`src/design/wsd_pkg.sv`:
```
// Package for the WebSocket frame deframer: phase codes, result kinds and header constants.
package wsd_pkg;

	localparam logic [2:0] PH_OPCODE = 3'd0;
	localparam logic [2:0] PH_LENGTH = 3'd1;
	localparam logic [2:0] PH_EXTLEN = 3'd2;
	localparam logic [2:0] PH_KEY    = 3'd3;
	localparam logic [2:0] PH_DATA   = 3'd4;

	localparam logic [1:0] KIND_DATA    = 2'd0;
	localparam logic [1:0] KIND_EMPTY   = 2'd1;
	localparam logic [1:0] KIND_DROPPED = 2'd2;

	localparam logic [6:0] LEN_EXT16 = 7'd126;
	localparam logic [6:0] LEN_EXT64 = 7'd127;

	localparam logic [3:0] EXT16_BYTES = 4'd2;
	localparam logic [3:0] EXT64_BYTES = 4'd8;
	localparam logic [3:0] KEY_BYTES   = 4'd4;

	localparam logic [7:0] OP_FINAL_TEXT   = 8'd129;
	localparam logic [7:0] OP_FINAL_BINARY = 8'd130;

	typedef struct packed {
		logic       valid;
		logic [7:0] data_byte;
		logic       is_binary;
		logic       last;
		logic [1:0] kind;
	} wsd_result_t;

endpackage

```
`src/design/websocket_frame_deframer.sv`:
```
// WebSocket frame deframer: splits a byte stream into frames and unmasks payload bytes.
//
// channel  direction  handshake            payload
// in       receive    in_valid / in_stall  stream_byte
// out      send       out_valid/ out_stall data_byte, is_binary, last, kind
//
// One byte is taken every cycle in which in_valid is high and in_stall is low; its result, if any,
// appears in the output register in the cycle after the byte is taken. The frame state is updated in the same cycle.
// arst_n clears the frame state to wait for an opcode byte and empties the
// output register. in_stall is raised only while a result waits in the output
// register and out_stall is high.
module websocket_frame_deframer (
	input  logic       clk,
	input  logic       arst_n,
	input  logic       in_valid,
	output logic       in_stall,
	input  logic [7:0] stream_byte,
	output logic       out_valid,
	input  logic       out_stall,
	output logic [7:0] data_byte,
	output logic       is_binary,
	output logic       last,
	output logic [1:0] kind
);

	logic [2:0]  phase_q, phase_d;
	logic [7:0]  opcode_q, opcode_d;
	logic        masked_q, masked_d;
	logic [3:0]  hdr_left_q, hdr_left_d;
	logic [31:0] len_q, len_d;
	logic [31:0] key_q, key_d;
	logic [1:0]  pos_q, pos_d;

	logic                wsd_accept;
	wsd_pkg::wsd_result_t res;
	logic [3:0]          hdr_dec;
	logic [31:0]         len_dec;
	logic [7:0]          key_byte;
	logic                op_ok;
	logic                op_bin;
	logic                fin;

	assign in_stall   = out_valid && out_stall;
	assign wsd_accept = in_valid && !in_stall;

	assign hdr_dec = hdr_left_q - 4'd1;
	assign len_dec = len_q - 32'd1;
	assign fin     = (len_dec == 32'd0);
	assign op_ok   = (opcode_q == wsd_pkg::OP_FINAL_TEXT) ||
	                 (opcode_q == wsd_pkg::OP_FINAL_BINARY);
	assign op_bin  = (opcode_q == wsd_pkg::OP_FINAL_BINARY);

	always_comb begin
		case (pos_q)
			2'd0:    key_byte = key_q[31:24];
			2'd1:    key_byte = key_q[23:16];
			2'd2:    key_byte = key_q[15:8];
			default: key_byte = key_q[7:0];
		endcase
	end

	always_comb begin
		phase_d    = phase_q;
		opcode_d   = opcode_q;
		masked_d   = masked_q;
		hdr_left_d = hdr_left_q;
		len_d      = len_q;
		key_d      = key_q;
		pos_d      = pos_q;
		res        = '0;

		case (phase_q)
			wsd_pkg::PH_LENGTH: begin
				masked_d = stream_byte[7];
				len_d    = {25'd0, stream_byte[6:0]};
				if (stream_byte[6:0] == wsd_pkg::LEN_EXT16) begin
					len_d      = 32'd0;
					hdr_left_d = wsd_pkg::EXT16_BYTES;
					phase_d    = wsd_pkg::PH_EXTLEN;
				end else if (stream_byte[6:0] == wsd_pkg::LEN_EXT64) begin
					len_d      = 32'd0;
					hdr_left_d = wsd_pkg::EXT64_BYTES;
					phase_d    = wsd_pkg::PH_EXTLEN;
				end else begin
					phase_d = wsd_pkg::PH_DATA;
				end
			end
			wsd_pkg::PH_EXTLEN: begin
				len_d      = {len_q[23:0], stream_byte};
				hdr_left_d = hdr_dec;
				if (hdr_dec == 4'd0) begin
					phase_d = wsd_pkg::PH_DATA;
				end
			end
			wsd_pkg::PH_KEY: begin
				key_d      = {key_q[23:0], stream_byte};
				hdr_left_d = hdr_dec;
				if (hdr_dec == 4'd0) begin
					phase_d = wsd_pkg::PH_DATA;
				end
			end
			wsd_pkg::PH_DATA: begin
				pos_d = pos_q + 2'd1;
				len_d = len_dec;
				if (fin) begin
					phase_d = wsd_pkg::PH_OPCODE;
				end
				if (op_ok) begin
					res.valid     = 1'b1;
					res.data_byte = stream_byte ^ (masked_q ? key_byte : 8'd0);
					res.is_binary = op_bin;
					res.last      = fin;
					res.kind      = wsd_pkg::KIND_DATA;
				end else if (fin) begin
					res.valid = 1'b1;
					res.last  = 1'b1;
					res.kind  = wsd_pkg::KIND_DROPPED;
				end
			end
			default: begin
				opcode_d = stream_byte;
				phase_d  = wsd_pkg::PH_LENGTH;
			end
		endcase

		// length known: collect the key if masked, else finish the header
		if (phase_d == wsd_pkg::PH_DATA && phase_q != wsd_pkg::PH_DATA &&
		    phase_q != wsd_pkg::PH_KEY && masked_d) begin
			hdr_left_d = wsd_pkg::KEY_BYTES;
			key_d      = 32'd0;
			phase_d    = wsd_pkg::PH_KEY;
		end

		// header complete: empty frames give a single marker
		if (phase_d == wsd_pkg::PH_DATA && phase_q != wsd_pkg::PH_DATA) begin
			pos_d = 2'd0;
			if (len_d == 32'd0) begin
				phase_d   = wsd_pkg::PH_OPCODE;
				res.valid = 1'b1;
				res.last  = 1'b1;
				if (op_ok) begin
					res.is_binary = op_bin;
					res.kind      = wsd_pkg::KIND_EMPTY;
				end else begin
					res.kind = wsd_pkg::KIND_DROPPED;
				end
			end
		end
	end

	always_ff @(posedge clk or negedge arst_n) begin
		if (!arst_n) begin
			phase_q    <= wsd_pkg::PH_OPCODE;
			opcode_q   <= 8'd0;
			masked_q   <= 1'b0;
			hdr_left_q <= 4'd0;
			len_q      <= 32'd0;
			key_q      <= 32'd0;
			pos_q      <= 2'd0;
		end else if (wsd_accept) begin
			phase_q    <= phase_d;
			opcode_q   <= opcode_d;
			masked_q   <= masked_d;
			hdr_left_q <= hdr_left_d;
			len_q      <= len_d;
			key_q      <= key_d;
			pos_q      <= pos_d;
		end
	end

	logic       out_valid_q;
	logic [7:0] data_byte_q;
	logic       is_binary_q;
	logic       last_q;
	logic [1:0] kind_q;

	always_ff @(posedge clk or negedge arst_n) begin
		if (!arst_n) begin
			out_valid_q <= 1'b0;
		end else if (wsd_accept && res.valid) begin
			out_valid_q <= 1'b1;
		end else if (!out_stall) begin
			out_valid_q <= 1'b0;
		end
	end

	always_ff @(posedge clk) begin
		if (wsd_accept && res.valid) begin
			data_byte_q <= res.data_byte;
			is_binary_q <= res.is_binary;
			last_q      <= res.last;
			kind_q      <= res.kind;
		end
	end

	assign out_valid = out_valid_q;
	assign data_byte = data_byte_q;
	assign is_binary = is_binary_q;
	assign last      = last_q;
	assign kind      = kind_q;

endmodule

```
`config.mk`:
```
export PLATFORM = sky130hd
export DESIGN_NAME = websocket_frame_deframer
export DESIGN_NICKNAME = d
export VERILOG_FILES = /design/src/design/wsd_pkg.sv /design/src/design/websocket_frame_deframer.sv
export SDC_FILE = /design/constraint.sdc
export NUM_CORES = 1
export LEC_CHECK = 0
export BUFFER_PORTS_ARGS = -buffer_cell sky130_fd_sc_hd__buf_2
export CAP_MARGIN = 0
export CORE_MARGIN = 5
export CORE_UTILIZATION = 35
export DETAILED_ROUTE_END_ITERATION = 16
export PLACE_DENSITY = 0.59
export SLEW_MARGIN = 10
export SYNTH_ARGS = -nofsm -noshare
export SYNTH_HDL_FRONTEND = slang
export SYNTH_SLANG_ARGS = --single-unit
export TNS_END_PERCENT = 20
```
`constraint.sdc`:
```
create_clock -name clk -period 3.7 [get_ports clk]
set_input_delay 0.74 -clock clk [delete_from_list [all_inputs] [get_ports clk]]
set_output_delay 0.74 -clock clk [all_outputs]
set_load 0.02 [all_outputs]
```
# Yosys cells after proc, flatten, opt, wreduce, memory -nomap -nowiden
# Index checks and enable logic that the tools add are counted.
dict set report classes {
  addsub 3
  n_eq_ne 16
  n_mux 36
  n_bitwise 2
  n_reduce_logical 23
}
# op n
set ops {}
lappend ops {{32-bit case mux with 3 select lines} 1}
lappend ops {{32-bit zero test} 2}
lappend ops {{32-bit 2-to-1 mux} 2}
lappend ops {{32-bit by 1-bit subtractor with 32-bit output, second input constant} 1}
lappend ops {{3-bit 2-to-1 mux} 9}
lappend ops {{8-bit case mux with 3 select lines} 1}
lappend ops {{4-bit 2-to-1 mux} 5}
lappend ops {{8-bit == test, second input constant} 2}
lappend ops {{7-bit == test, second input constant} 2}
lappend ops {{7-bit 2-to-1 mux} 2}
lappend ops {{13-bit 2-to-1 mux} 1}
lappend ops {{3-bit == test, second input constant} 3}
lappend ops {{9-bit 2-to-1 mux} 1}
lappend ops {{3-bit case mux with 3 select lines} 1}
lappend ops {{1-bit 2-to-1 mux} 8}
lappend ops {{8-bit 2-to-1 mux} 1}
lappend ops {{4-bit case mux with 2 select lines} 1}
lappend ops {{2-bit AND reduction} 4}
lappend ops {{8-bit bitwise XOR} 1}
lappend ops {{1-bit logical AND} 7}
lappend ops {{3-bit by 2-bit == test with 1-bit output, second input constant} 2}
lappend ops {{2-bit 2-to-1 mux} 3}
lappend ops {{4-bit zero test} 1}
lappend ops {{4-bit inequality test, second input constant} 1}
lappend ops {{17 further kinds} 18}
dict set report word_totals {
  register_bits 95
  inputBits 12
  out_inout_bits 14
  elab_cells 92
}

# Depth between registers and ports, before layout
# Gate-level depths: netlist (run 1).
dict set report depth {
  ltp_word 14
  ltp_mapped 15
  ltp_nobuf 11
}

# Worst setup path after synthesis (run 1)
# OpenSTA, ideal clock, no wires.
dict set report synth_timing {
  kind {register -> register}
  startpoint {register len_q[0]}
  endpoint {register data_byte_q[0], in the netlist data_byte[0], enable pin}
  setup_ps 388
  t_arrival_ps 3338
  path_slack_ps -26
  path_stages_with_launch 16
  n_path_buf 4
  cell_sequence {dfrtp_1 clkbuf_1 inv_1 ha_1 clkbuf_1 nor4b_1 and4_1 clkbuf_1 nand3_1 mux2i_1 nand4_1 nor4_1 nand2_1 or2_1 buf_6 a31oi_1}
}
dict set report synth_between {
  elab_chain_len 13
  word_cells_on_any_way 19
  cone_classes {add/sub (1); eq/ne (2); mux (9); reduce/logical (7)}
}
# element line_no
set synth_lines {}
lappend synth_lines {{start: declaration} websocket_frame_deframer.sv:30} ;# logic [31:0] len_q, len_d;
lappend synth_lines {{start signal: assignment} websocket_frame_deframer.sv:165} ;# len_q <= len_d;
lappend synth_lines {{32-bit by 1-bit subtractor with 32-bit output} websocket_frame_deframer.sv:47} ;# assign len_dec = len_q - 32'd1;
lappend synth_lines {{32-bit zero test} websocket_frame_deframer.sv:48} ;# assign fin = (len_dec == 32'd0);
lappend synth_lines {{3-bit 2-to-1 mux} websocket_frame_deframer.sv:105} ;# if (fin) begin
lappend synth_lines {{3-bit case mux with 3 select lines} websocket_frame_deframer.sv:72} ;# case (phase_q)
lappend synth_lines {{3-bit == test} websocket_frame_deframer.sv:127} ;# if (phase_d == wsd_pkg::PH_DATA && phase_q != wsd_pkg::PH_DATA &&
lappend synth_lines {{1-bit logical AND (2 in series)} websocket_frame_deframer.sv:127}
lappend synth_lines {{1-bit logical AND} websocket_frame_deframer.sv:128} ;# phase_q != wsd_pkg::PH_KEY && masked_d) begin
lappend synth_lines {{3-bit 2-to-1 mux} websocket_frame_deframer.sv:127}
lappend synth_lines {{3-bit == test} websocket_frame_deframer.sv:135} ;# if (phase_d == wsd_pkg::PH_DATA && phase_q != wsd_pkg::PH_DATA) begin
lappend synth_lines {{1-bit logical AND} websocket_frame_deframer.sv:135}
lappend synth_lines {{1-bit 2-to-1 mux (*)} websocket_frame_deframer.sv:135}
lappend synth_lines {{1-bit logical AND (*)} websocket_frame_deframer.sv:188} ;# if (wsd_accept && res.valid) begin
lappend synth_lines {{end signal: assignment} websocket_frame_deframer.sv:189} ;# data_byte_q <= res.data_byte;
lappend synth_lines {{end: declaration} websocket_frame_deframer.sv:172} ;# logic [7:0] data_byte_q;
# Every way passes the cells marked *; elsewhere a longest branch is shown, timed or not.
# A chain may end at the register's enable or synchronous reset.

# Worst setup path in the final report (run 1)
dict set report layout_timing {
  startpoint {register len_q[12]}
  endpoint {register data_byte_q[5], in the netlist data_byte[5], enable pin}
}
# The elaborated chain is that of the path after synthesis.

==> results.yml, run 1 <==
status:
  status: "complete, no violations"
routing:
  detail-route-antenna-nets: 0
  drt_drc_violations_left: 0
  mean_number_of_vias_per_cell: 6.069
  wirelength_microns: 22870
  dr.pass1.iters: 6
  dr_total_vias: 6725
  wl_per_cell_microns: 20.64
  detail_route.iter0.violations: 963
cells_and_area:
  commonest_cells_after_routing_fill_and_taps_aside: "nand2_1, o21ai_0, dfrtp_1"
  multi_input_area_sq_mm: 0.003836
  num_antenna_cells: 0
  layout_commonest_cell: "nand2_1"
  reg_area_sq_mm: 0.002439
  layout-area-overhead-vs-synth_pct: 15.98
  fin_nets: 889
  num-fill-cells: 1876
  post-route-cell-area_sq_mm: 0.007729
  layout-drive-gt1-share_pct: 17.96
setup_path:
  critical_path_s_largest_stage_delay_ps: 430
  r2r_end: "data_byte[5]$_SDFFCE_PN0P_"
  path_max_fanout: 12
  criticalPathCategory: "register to register"
  path_common_cell: "buf_4"
  regToRegStartpoint: "len_q[12]$_DFFE_PN0P_"
  crit_path_start_kind: "register"
  worst_ep_required_time_ps: 3830
  reg2reg_depth: 12
  timing.critical_path.buf_inv: 3
  critical-path-top-delay-family: "simple AND/OR/NAND/NOR gates"
  critical_path_arrival_ps: 3660
  path_cells: "nor4_2 -> nand4_1 -> buf_4 -> nor3_1 -> xnor2_1 -> nand4b_1 -> nor4_1 -> buf_4 -> a2bb2oi_1 -> or2_1 -> a31oi_2 -> buf_12"
  timing.reg2reg.setup_slack_ps: 170
  worst_setup_end_kind: "register"
  cp_slowest_cell: "dfrtp_1"
place:
  place_area_sq_mm: 0.007380
  io_buffers: 25
  hpwl_microns: 16820
  placement.setup.worst_slack_ps: 92.79
  placer_s_final_routability_congestion_estimate: 0.9803
sta:
  whs_ps: 476.1
  fin_crit_sh_pct: 95.54
  worst_slew_margin_relative_to_its_limit_pct: 42.05
  timing_worst_slew_pin_value_ps: 869.2
  setup_slack_ps: 165.2
  achievable-frequency_ghz: 0.2829
  final-max-slew-violation-count: 0
  hold_viol: 0
  worst_clock_skew_ps: 11.03
  setup_total_negative_slack_ps: 0
  period_needed_ps: 3535
  setup_viol: 0
logic_synthesis:
  synth_seq_area_share_pct: 36.58
  yosys.cell_types.count: 81
  postSynth.asyncResetShare_pct: 87.37
  synth_enable_flop_cells: 12
  synth_cells: 836
  synth_seq_cells: 95
  synth_area_leaders: "dfrtp_1, nand2_1, o21ai_0"
  synthDominantCellAreaShare_pct: 31.17
  ys.warnings.count: 0
  most_used_flip_flop_cell_after_synthesis: "dfrtp_1"
  syn-cell-area_sq_mm: 0.006664
  synth_largest_area_cell: "dfrtp_1"
  synthesis.area_per_instance_sq_um: 7.971
  syn_nets: 856
power_and_ir_drop:
  clock_group_share_of_total_power_pct: 13.8
  power.density_cell_area_mw_per_mm2: 906.8
  internal_power_mw: 3.566
  combPwrFrac_pct: 58.9
  power.share.switching_pct: 49.12
  switchingPower_mw: 3.442
  ir_worst_vdd_mv: 0.2633
  power.static_leakage_nw: 3.093
  pwr-share-seq_pct: 27.3
floorplanning:
  die-height_microns: 148.0
  placementRows: 50
  floorplan.core_area_sq_mm: 0.01871
  chipWidth_microns: 148.0
  ioPinCount: 26
  die_area_sq_mm: 0.02190
  initial_utilization_pct: 35.63
clocking:
  root_buffer: "clkbuf_16"
  cts.sinks: 95
  cts_tree: "yes"
  clock_insertion_delay_worst_skew_ps: 360
  cts_hold_buf: 0
  cts_buffer_depth: 2
  path_clk_slew_ps: 70
  cts_inserted_buffers: 9
  cts_max_level: 3
grt:
  grt_start_max_net_pins: 67
  grt_pass1_wl_microns: 36040
  gr-total-overflow: 0
  antenna_found_initial: 0
  groute.usage.overall_pct: 20.65
  via_count_of_the_first_global_routing_pass: 6279
hold_path:
  hp-class: "input pin to asynchronous set/reset pin"
run:
  cap_viol_max_count: 0
[per-stage QoR]
| step | power, mW | std cells | utilization (%) |
|---|---|---|---|
| floorplan | 4.430 | 836 | - |
| global placement | 5.920 | 1089 | 39.45 |
| detailed placement | 5.913 | 1089 | 39.45 |
| CTS | 6.900 | 1105 | 41.12 |
| global route | 7.453 | 1108 | 41.32 |
| finish | 7.009 | 1108 | 41.32 |
[state kept, by name, indices dropped and copies added, names as in the netlist]
register	count
key_q	32
len_q	32
data_byte	8
opcode_q	8
hdr_left_q	4
phase_q	3
kind	2
pos_q	2
is_binary	1
last	1
masked_q	1
out_valid	1
[how the worst max path moves through the flow]
stage,startpoint,to,slack (ps),depth (start not counted)
3_3_place_gp,len_q[2]$_DFFE_PN0P_,is_binary$_DFFE_PP_,140,12
3_5_place_dp,len_q[2]$_DFFE_PN0P_,is_binary$_DFFE_PP_,90,12
2_1_floorplan,len_q[0]$_DFFE_PN0P_,data_byte[0]$_SDFFCE_PN0P_,230,15
5_1_grt,len_q[12]$_DFFE_PN0P_,data_byte[3]$_SDFFCE_PN0P_,-9,12
6_report,len_q[12]$_DFFE_PN0P_,data_byte[5]$_SDFFCE_PN0P_,170,12
4_1_cts,len_q[2]$_DFFE_PN0P_,is_binary$_DFFE_PP_,50,12
[per-layer routing]
metal	global-route usage, %	part of all wire, %	vias up
met3	3.679	8.4	55
li1	-	-	3121
met2	30.83	44	347
met5	0	0	-
met4	6.928	2.6	0
met1	30.15	45	3202
[power by group through the flow]
stage	clock network (mW)	logic (mW)	registers [mW]
finish	0.968	4.13	1.91
detailed placement	0	4.00	1.91
global placement	0	4.01	1.91
floorplan	0	2.77	1.66
global route	1.03	4.46	1.96
CTS	0.988	4.02	1.89
[cell usage after synthesis, types with 9 or more instances]
| library cell | instances |
|---|---|
| inv_1 | 23 |
| edfxtp_1 | 12 |
| nand3_1 | 25 |
| o21ai_0 | 93 |
| xnor2_1 | 13 |
| clkbuf_1 | 66 |
| o211ai_1 | 11 |
| dfrtp_1 | 83 |
| nor4_1 | 18 |
| nand2_1 | 151 |
| mux2_2 | 9 |
| a22oi_1 | 13 |
| a31oi_1 | 9 |
| nor2_1 | 55 |
| a21oi_1 | 36 |
| buf_2 | 10 |
| a222oi_1 | 9 |
| nand4_1 | 13 |
| nor3_1 | 16 |
[area by class of cell]
type | instances | share of cell area (%)
clock buffer | 9 | 2.914
clock inverter | 7 | 1.117
inverter | 23 | 1.117
multi-input combinational | 637 | 49.64
sequential | 95 | 31.55
tap | 234 | 3.788
timing repair buffer | 103 | 9.875
[repair_timing]
item,4_1_cts,5_1_grt
buffers inserted,0,3
resized for setup,0,4
endpoints found under the setup margin,0,16
hold endpoints to repair,0,0
[cells by family after synthesis]
logic type,Yosys count,synth area share (%)
buf+inv,104,6.271
mux,12,1.972
xor+xnor,20,2.629
compound gates,250,24.93
flops,95,36.58
simple gates,343,25.52
fa+ha+maj,12,2.103
Note: power is estimated with default switching activity, not from simulation.
==> run 2, diff against run 1 <==
Settings changed: SETUP_SLACK_MARGIN set to 0.2.
==> run 2 against run 1 <==
Net effect:
- first-iteration DRC count up 2.2%
- utilization rose by 1.3 points
- non-clock buffer count up 10
- sequential cell count unchanged
- clock power hardly changed
- critical endpoint unchanged
- largest power group unchanged
==> results.yml, run 2 (synthesized netlist as in run 1, its figures left out) <==
run:
  cap_viol_max_count: 0
grt:
  grt_pass1_wl_microns: 36160
  gr-total-overflow: 0
  grt_start_max_net_pins: 67
  groute.usage.overall_pct: 20.69
  via_count_of_the_first_global_routing_pass: 6294
  antenna_found_initial: 0
routing:
  dr_total_vias: 6774
  wirelength_microns: 23180
  uppermost_metal_layer_occupied_by_signal_nets: "met4"
  mean_number_of_vias_per_cell: 6.059
  detail_route.iter0.violations: 984
  wl_met2_microns: 10110
  dr.pass1.iters: 5
  dr_wl_met3_microns: 2089
  routedLengthMet1_microns: 10330
  detail-route-antenna-nets: 0
  drt_drc_violations_left: 0
  wl_per_cell_microns: 20.74
power_and_ir_drop:
  clock_group_share_of_total_power_pct: 13.3
  power.density_cell_area_mw_per_mm2: 913.0
  combPwrFrac_pct: 60.1
  switchingPower_mw: 3.575
  pwr-share-seq_pct: 26.5
  ir_worst_vdd_mv: 0.2651
  internal_power_mw: 3.700
  power.static_leakage_nw: 3.167
  power.share.switching_pct: 49.14
cells_and_area:
  fin_nets: 899
  num_antenna_cells: 0
  commonest_cells_after_routing_fill_and_taps_aside: "nand2_1, o21ai_0, buf_4"
  multi_input_area_sq_mm: 0.003976
  layout.cells.non_filler: 1118
  reg_area_sq_mm: 0.002447
  layout_top_registers: "key_q x32, len_q x32"
  num-fill-cells: 1839
  layout_commonest_cell: "nand2_1"
  layout-drive-gt1-share_pct: 21.72
  layout-area-overhead-vs-synth_pct: 19.56
setup_path:
  criticalPathCategory: "register to register"
  crit_path_start_kind: "register"
  worst_setup_end_kind: "register"
  worst_ep_required_time_ps: 3830
  path_max_fanout: 12
  critical_path_arrival_ps: 3530
sta:
  worst_clock_skew_ps: 11.11
  worst_slew_margin_relative_to_its_limit_pct: 41.69
  setup_slack_ps: 297.0
  fin_crit_sh_pct: 91.97
  setup_total_negative_slack_ps: 0
  setup_repair_after_global_routing_missed_its_margin: "true"
  hold_viol: 0
  achievable-frequency_ghz: 0.2939
  period_needed_ps: 3403
  timing_worst_slew_pin_value_ps: 874.7
  final-max-slew-violation-count: 0
  setup_viol: 0
floorplanning:
  initial_utilization_pct: 35.63
  die-height_microns: 148.0
  ioPinCount: 26
  die_area_sq_mm: 0.02190
  chipWidth_microns: 148.0
  floorplan.core_area_sq_mm: 0.01871
  placementRows: 50
place:
  hpwl_microns: 16820
  io_buffers: 25
  placer_s_final_routability_congestion_estimate: 0.9803
  placement.setup.worst_slack_ps: 92.79
  place_inst: 1089
clocking:
  cts_tree: "yes"
  path_clk_slew_ps: 70
  cts_inserted_buffers: 9
  cts_max_level: 3
  root_buffer: "clkbuf_16"
  cts.sinks: 95
  clock_insertion_delay_worst_skew_ps: 360
  cts_buffer_depth: 2
hold_path:
  hp-class: "input pin to asynchronous set/reset pin"
status:
  status: "complete, no violations"
## run 2: cell count changes in the layout (fill, tap and decap cells not counted), moves of 3 or more
cell / change
dfrtp_1: -7
dfrtp_2: +7
buf_4: +6
nor4_1: -6
buf_6: +4
nor4_2: +4
nor4b_1: -3
nor4b_2: +3
## run 2: repair_timing
| item | CTS | global route |
|---|---|---|
| buffers inserted | 2 | 11 |
| cloned | 0 | 0 |
| hold buffers | 0 | 0 |
| endpoints found under the setup margin | 16 | 17 |
| pin swaps | 2 | 10 |
| resized for setup | 1 | 41 |
## run 2: stage by stage
step           hold slack [ps]  utilization [%]  total power [mW]  instance area [sq um]
2_1_floorplan            444.4                -             4.430                   6670
3_3_place_gp             461.5            39.45             5.920                   7380
3_5_place_dp             474.1            39.45             5.913                   7380
4_1_cts                  488.2            41.23             6.913                   7712
5_1_grt                  521.4            42.60             7.706                   7968
6_report                 476.3            42.60             7.274                   7968
## run 2: power groups by stage
stage	Sequential [mW]	Combinational (mW)	Clock, mW
after floorplan	1.66	2.77	0
after global placement	1.91	4.01	0
after detailed placement	1.91	4.00	0
after CTS	1.90	4.03	0.988
after global routing	1.98	4.70	1.03
final	1.93	4.37	0.969
## run 2: final timing paths
| check | start | endpoint | slack (ps) | cells after the start |
|---|---|---|---|---|
| setup / recovery | len_q[5]$_DFFE_PN0P_ | data_byte[5]$_SDFFCE_PN0P_ | 300 | 12 |
| hold / removal | arst_n | hdr_left_q[1]$_DFFE_PN0P_ | 480 | 1 |
| setup reg to reg | len_q[5]$_DFFE_PN0P_ | data_byte[5]$_SDFFCE_PN0P_ | 300 | 12 |
| hold reg to reg | key_q[24]$_DFFE_PN0P_ | key_q[24]$_DFFE_PN0P_ | 480 | 2 |
| max in group asynchronous | arst_n | key_q[16]$_DFFE_PN0P_ | 2530 | 2 |
| min in group clk | key_q[24]$_DFFE_PN0P_ | key_q[24]$_DFFE_PN0P_ | 480 | 2 |
## run 2: cell type report
type                       instances  share of cell area (%)
tap                              234                   3.675
clock buffer                       9                   2.827
timing repair buffer             113                   10.71
clock inverter                     7                   1.084
multi-input combinational        637                   49.91
inverter                          23                   1.084
sequential                        95                   30.72
## run 2: per-layer routing
layer | vias to the layer above | GRT usage (%)
met2 | 358 | 31.13
met3 | 50 | 3.709
li1 | 3138 | -
met1 | 3228 | 30.02
met4 | 0 | 6.928
met5 | - | 0
## run 2: worst max-delay path: stages, from the launching register on
cell and delay (ps):
dfrtp_2 460, nor4_4 380, nand4_1 240, buf_4 220
nor3_1 290, xnor2_1 250, nand4b_1 250, nor4_2 250
buf_4 170, a2bb2oi_1 180, or2_1 170, a31oi_2 120
buf_12 170
==> run 3, diff against run 2 <==
Settings changed: ABC_AREA set to 1.
==> run 3 against run 2 <==
Net effect:
- largest power group unchanged
- clock skew rose by 2.5 ps
- highest routed layer unchanged
- sequential power down 4%
- count of clock-buffer cells in the layout unchanged
==> results.yml, run 3 <==
status:
  status: "complete, no violations"
grt:
  gr-total-overflow: 0
  grt_use_met2_pct: 28.67
  grt_pass1_wl_microns: 32950
  grt.met1_usage_pct: 26.80
  globalRouteMet3Util_pct: 3.809
  top_usage_layer: "met2"
  groute.usage.overall_pct: 18.87
  via_count_of_the_first_global_routing_pass: 6159
  grt_start_max_net_pins: 70
  antenna_found_initial: 0
place:
  io_buffers: 25
  hpwl_microns: 15370
  placer_s_final_routability_congestion_estimate: 1.001
sta:
  final-max-slew-violation-count: 0
  period_needed_ps: 3113
  worst_slew_margin_relative_to_its_limit_pct: 38.48
  achievable-frequency_ghz: 0.3212
  setup_repair_after_global_routing_missed_its_margin: "false"
  timing_worst_slew_pin_value_ps: 922.8
  setup_total_negative_slack_ps: 0
  setup_viol: 0
  worst_clock_skew_ps: 13.62
  whs_ps: 508.3
  fin_crit_sh_pct: 84.14
  hold_viol: 0
setup_path:
  crit_path_start_kind: "register"
  critical_path_arrival_ps: 3130
  criticalPathCategory: "register to register"
  reg2reg_depth: 16
  timing.reg2reg.setup_slack_ps: 590
  worst_ep_required_time_ps: 3710
  regToRegStartpoint: "phase_q[1]$_DFFE_PN0P_"
  worst_setup_end_kind: "register"
  r2r_end: "data_byte[4]$_SDFFCE_PN0P_"
  path_max_fanout: 23
logic_synthesis:
  ys.warnings.count: 0
  syn_nets: 986
  synth_cells: 966
  synthMostInstantiatedCell: "nand2_1"
  synth_area_leaders: "dfrtp_1, nand2_1, o21ai_0"
  most_used_flip_flop_cell_after_synthesis: "dfrtp_1"
  synth_enable_flop_cells: 12
  yosys.cell_types.count: 42
  synth_common_cells: "nand2_1, nor2_1, inv_1, o21ai_0, dfrtp_1"
  postSynth.asyncResetShare_pct: 87.37
  synthDominantCellAreaShare_pct: 30.97
  synth_largest_area_cell: "dfrtp_1"
  synthesis.area_per_instance_sq_um: 6.942
  synth_seq_cells: 95
  syn-cell-area_sq_mm: 0.006706
  synth_seq_area_share_pct: 36.34
floorplanning:
  chipWidth_microns: 148.4
  initial_utilization_pct: 35.73
  die-height_microns: 148.4
  ioPinCount: 26
  placementRows: 50
  die_area_sq_mm: 0.02203
  floorplan.core_area_sq_mm: 0.01877
clocking:
  cts.sinks: 95
  cts_inserted_buffers: 9
  clock_insertion_delay_worst_skew_ps: 370
  cts_hold_buf: 0
  post_cts_resized: 0
  cts_setup_buffers: 0
  root_buffer: "clkbuf_16"
  cts_tree: "yes"
  cts_max_level: 3
  cts_buffer_depth: 2
  path_clk_slew_ps: 80
power_and_ir_drop:
  power.static_leakage_nw: 3.500
  power.density_cell_area_mw_per_mm2: 966.7
  ir_worst_vdd_mv: 0.3222
cells_and_area:
  num-fill-cells: 1975
  layout_commonest_cell: "nand2_1"
  layout-area-overhead-vs-synth_pct: 9.944
  layout-drive-gt1-share_pct: 14.69
  num_antenna_cells: 0
  layout_top_registers: "key_q x32, len_q x32"
  commonest_cells_after_routing_fill_and_taps_aside: "nand2_1, nor2_1, inv_1"
  fin_nets: 1002
run:
  cap_viol_max_count: 0
routing:
  wirelength_microns: 20570
  mean_number_of_vias_per_cell: 5.305
  wl_per_cell_microns: 16.85
  detail_route.iter0.violations: 563
  dr.pass1.iters: 5
  dr_total_vias: 6477
  drt_drc_violations_left: 0
  detail-route-antenna-nets: 0
hold_path:
  hp-class: "input pin to asynchronous set/reset pin"
-- run 3: where the power goes --
| part | switching, mW | internal, mW |
|---|---|---|
| registers | 0.386 | 1.46 |
| clock network | 0.465 | 0.540 |
| logic | 3.01 | 1.27 |
-- run 3: layout make-up --
cell class / instances / area (sq um) / share of cell area (%)
multi-input cells: 719 / 3645 / 49.43
flip-flops and latches: 95 / 2437 / 33.06
inverters: 119 / 446.7 / 6.058
well taps: 234 / 292.8 / 3.971
repair buffers: 38 / 237.7 / 3.224
clock buffers: 9 / 225.2 / 3.054
clock inverters: 7 / 88.84 / 1.205
-- run 3: stage by stage --
step           std cells  total power [mW]  cell area [sq um]  worst slack [ps]  util, %
3_3_place_gp        1205             6.085               7059             407.4    37.61
4_1_cts             1221             7.091               7373             581.6    39.29
6_report            1221             7.128               7373             586.8    39.29
2_1_floorplan        966             4.912               6706              1122        -
3_5_place_dp        1205             6.053               7059             364.5    37.61
5_1_grt             1221             7.710               7373             339.0    39.29
-- run 3: worst max-delay path by stage --
stage	startpoint	to	slack [ps]	cells past startpoint
floorplan	len_q[0]$_DFFE_PN0P_	data_byte[0]$_SDFFCE_PN0P_	1120	18
global placement	stream_byte[6]	data_byte[1]$_SDFFCE_PN0P_	410	17
detailed placement	stream_byte[6]	data_byte[4]$_SDFFCE_PN0P_	360	17
CTS	phase_q[1]$_DFFE_PN0P_	data_byte[4]$_SDFFCE_PN0P_	580	16
global route	phase_q[0]$_DFFE_PN0P_	kind[1]$_DFFE_PP_	340	15
finish	phase_q[1]$_DFFE_PN0P_	data_byte[4]$_SDFFCE_PN0P_	590	16
-- run 3: cell families after synthesis --
| logic type | share of synthesized area, % |
|---|---|
| buf+inv | 9.440 |
| flops | 36.34 |
| xor+xnor | 0.3919 |
| simple gates | 36.64 |
| fa+ha+maj | 1.493 |
| compound gates | 15.69 |
-- run 3: worst max-delay path, stage by stage (launching register included) --
cell and delay (ps):
dfrtp_1 450, inv_2 120, nor2_4 50, nand2_2 90
buf_4 310, inv_1 200, nand2_1 130, nand2_1 60
a21oi_1 250, nand3_1 130, nor2_1 120, nand2_1 80
nor2_1 110, nand3_1 100, nand4_1 110, nand3_2 80
inv_1 360
-- run 3: per-layer routing --
| layer | vias up | share of wire [%] | routed length [microns] |
|---|---|---|---|
| met3 | 43 | 5.3 | 1100 |
| li1 | 3175 | - | - |
| met5 | - | 0 | 0 |
| met1 | 3049 | 46 | 9522 |
| met4 | 0 | 2.6 | 541 |
| met2 | 210 | 46 | 9403 |
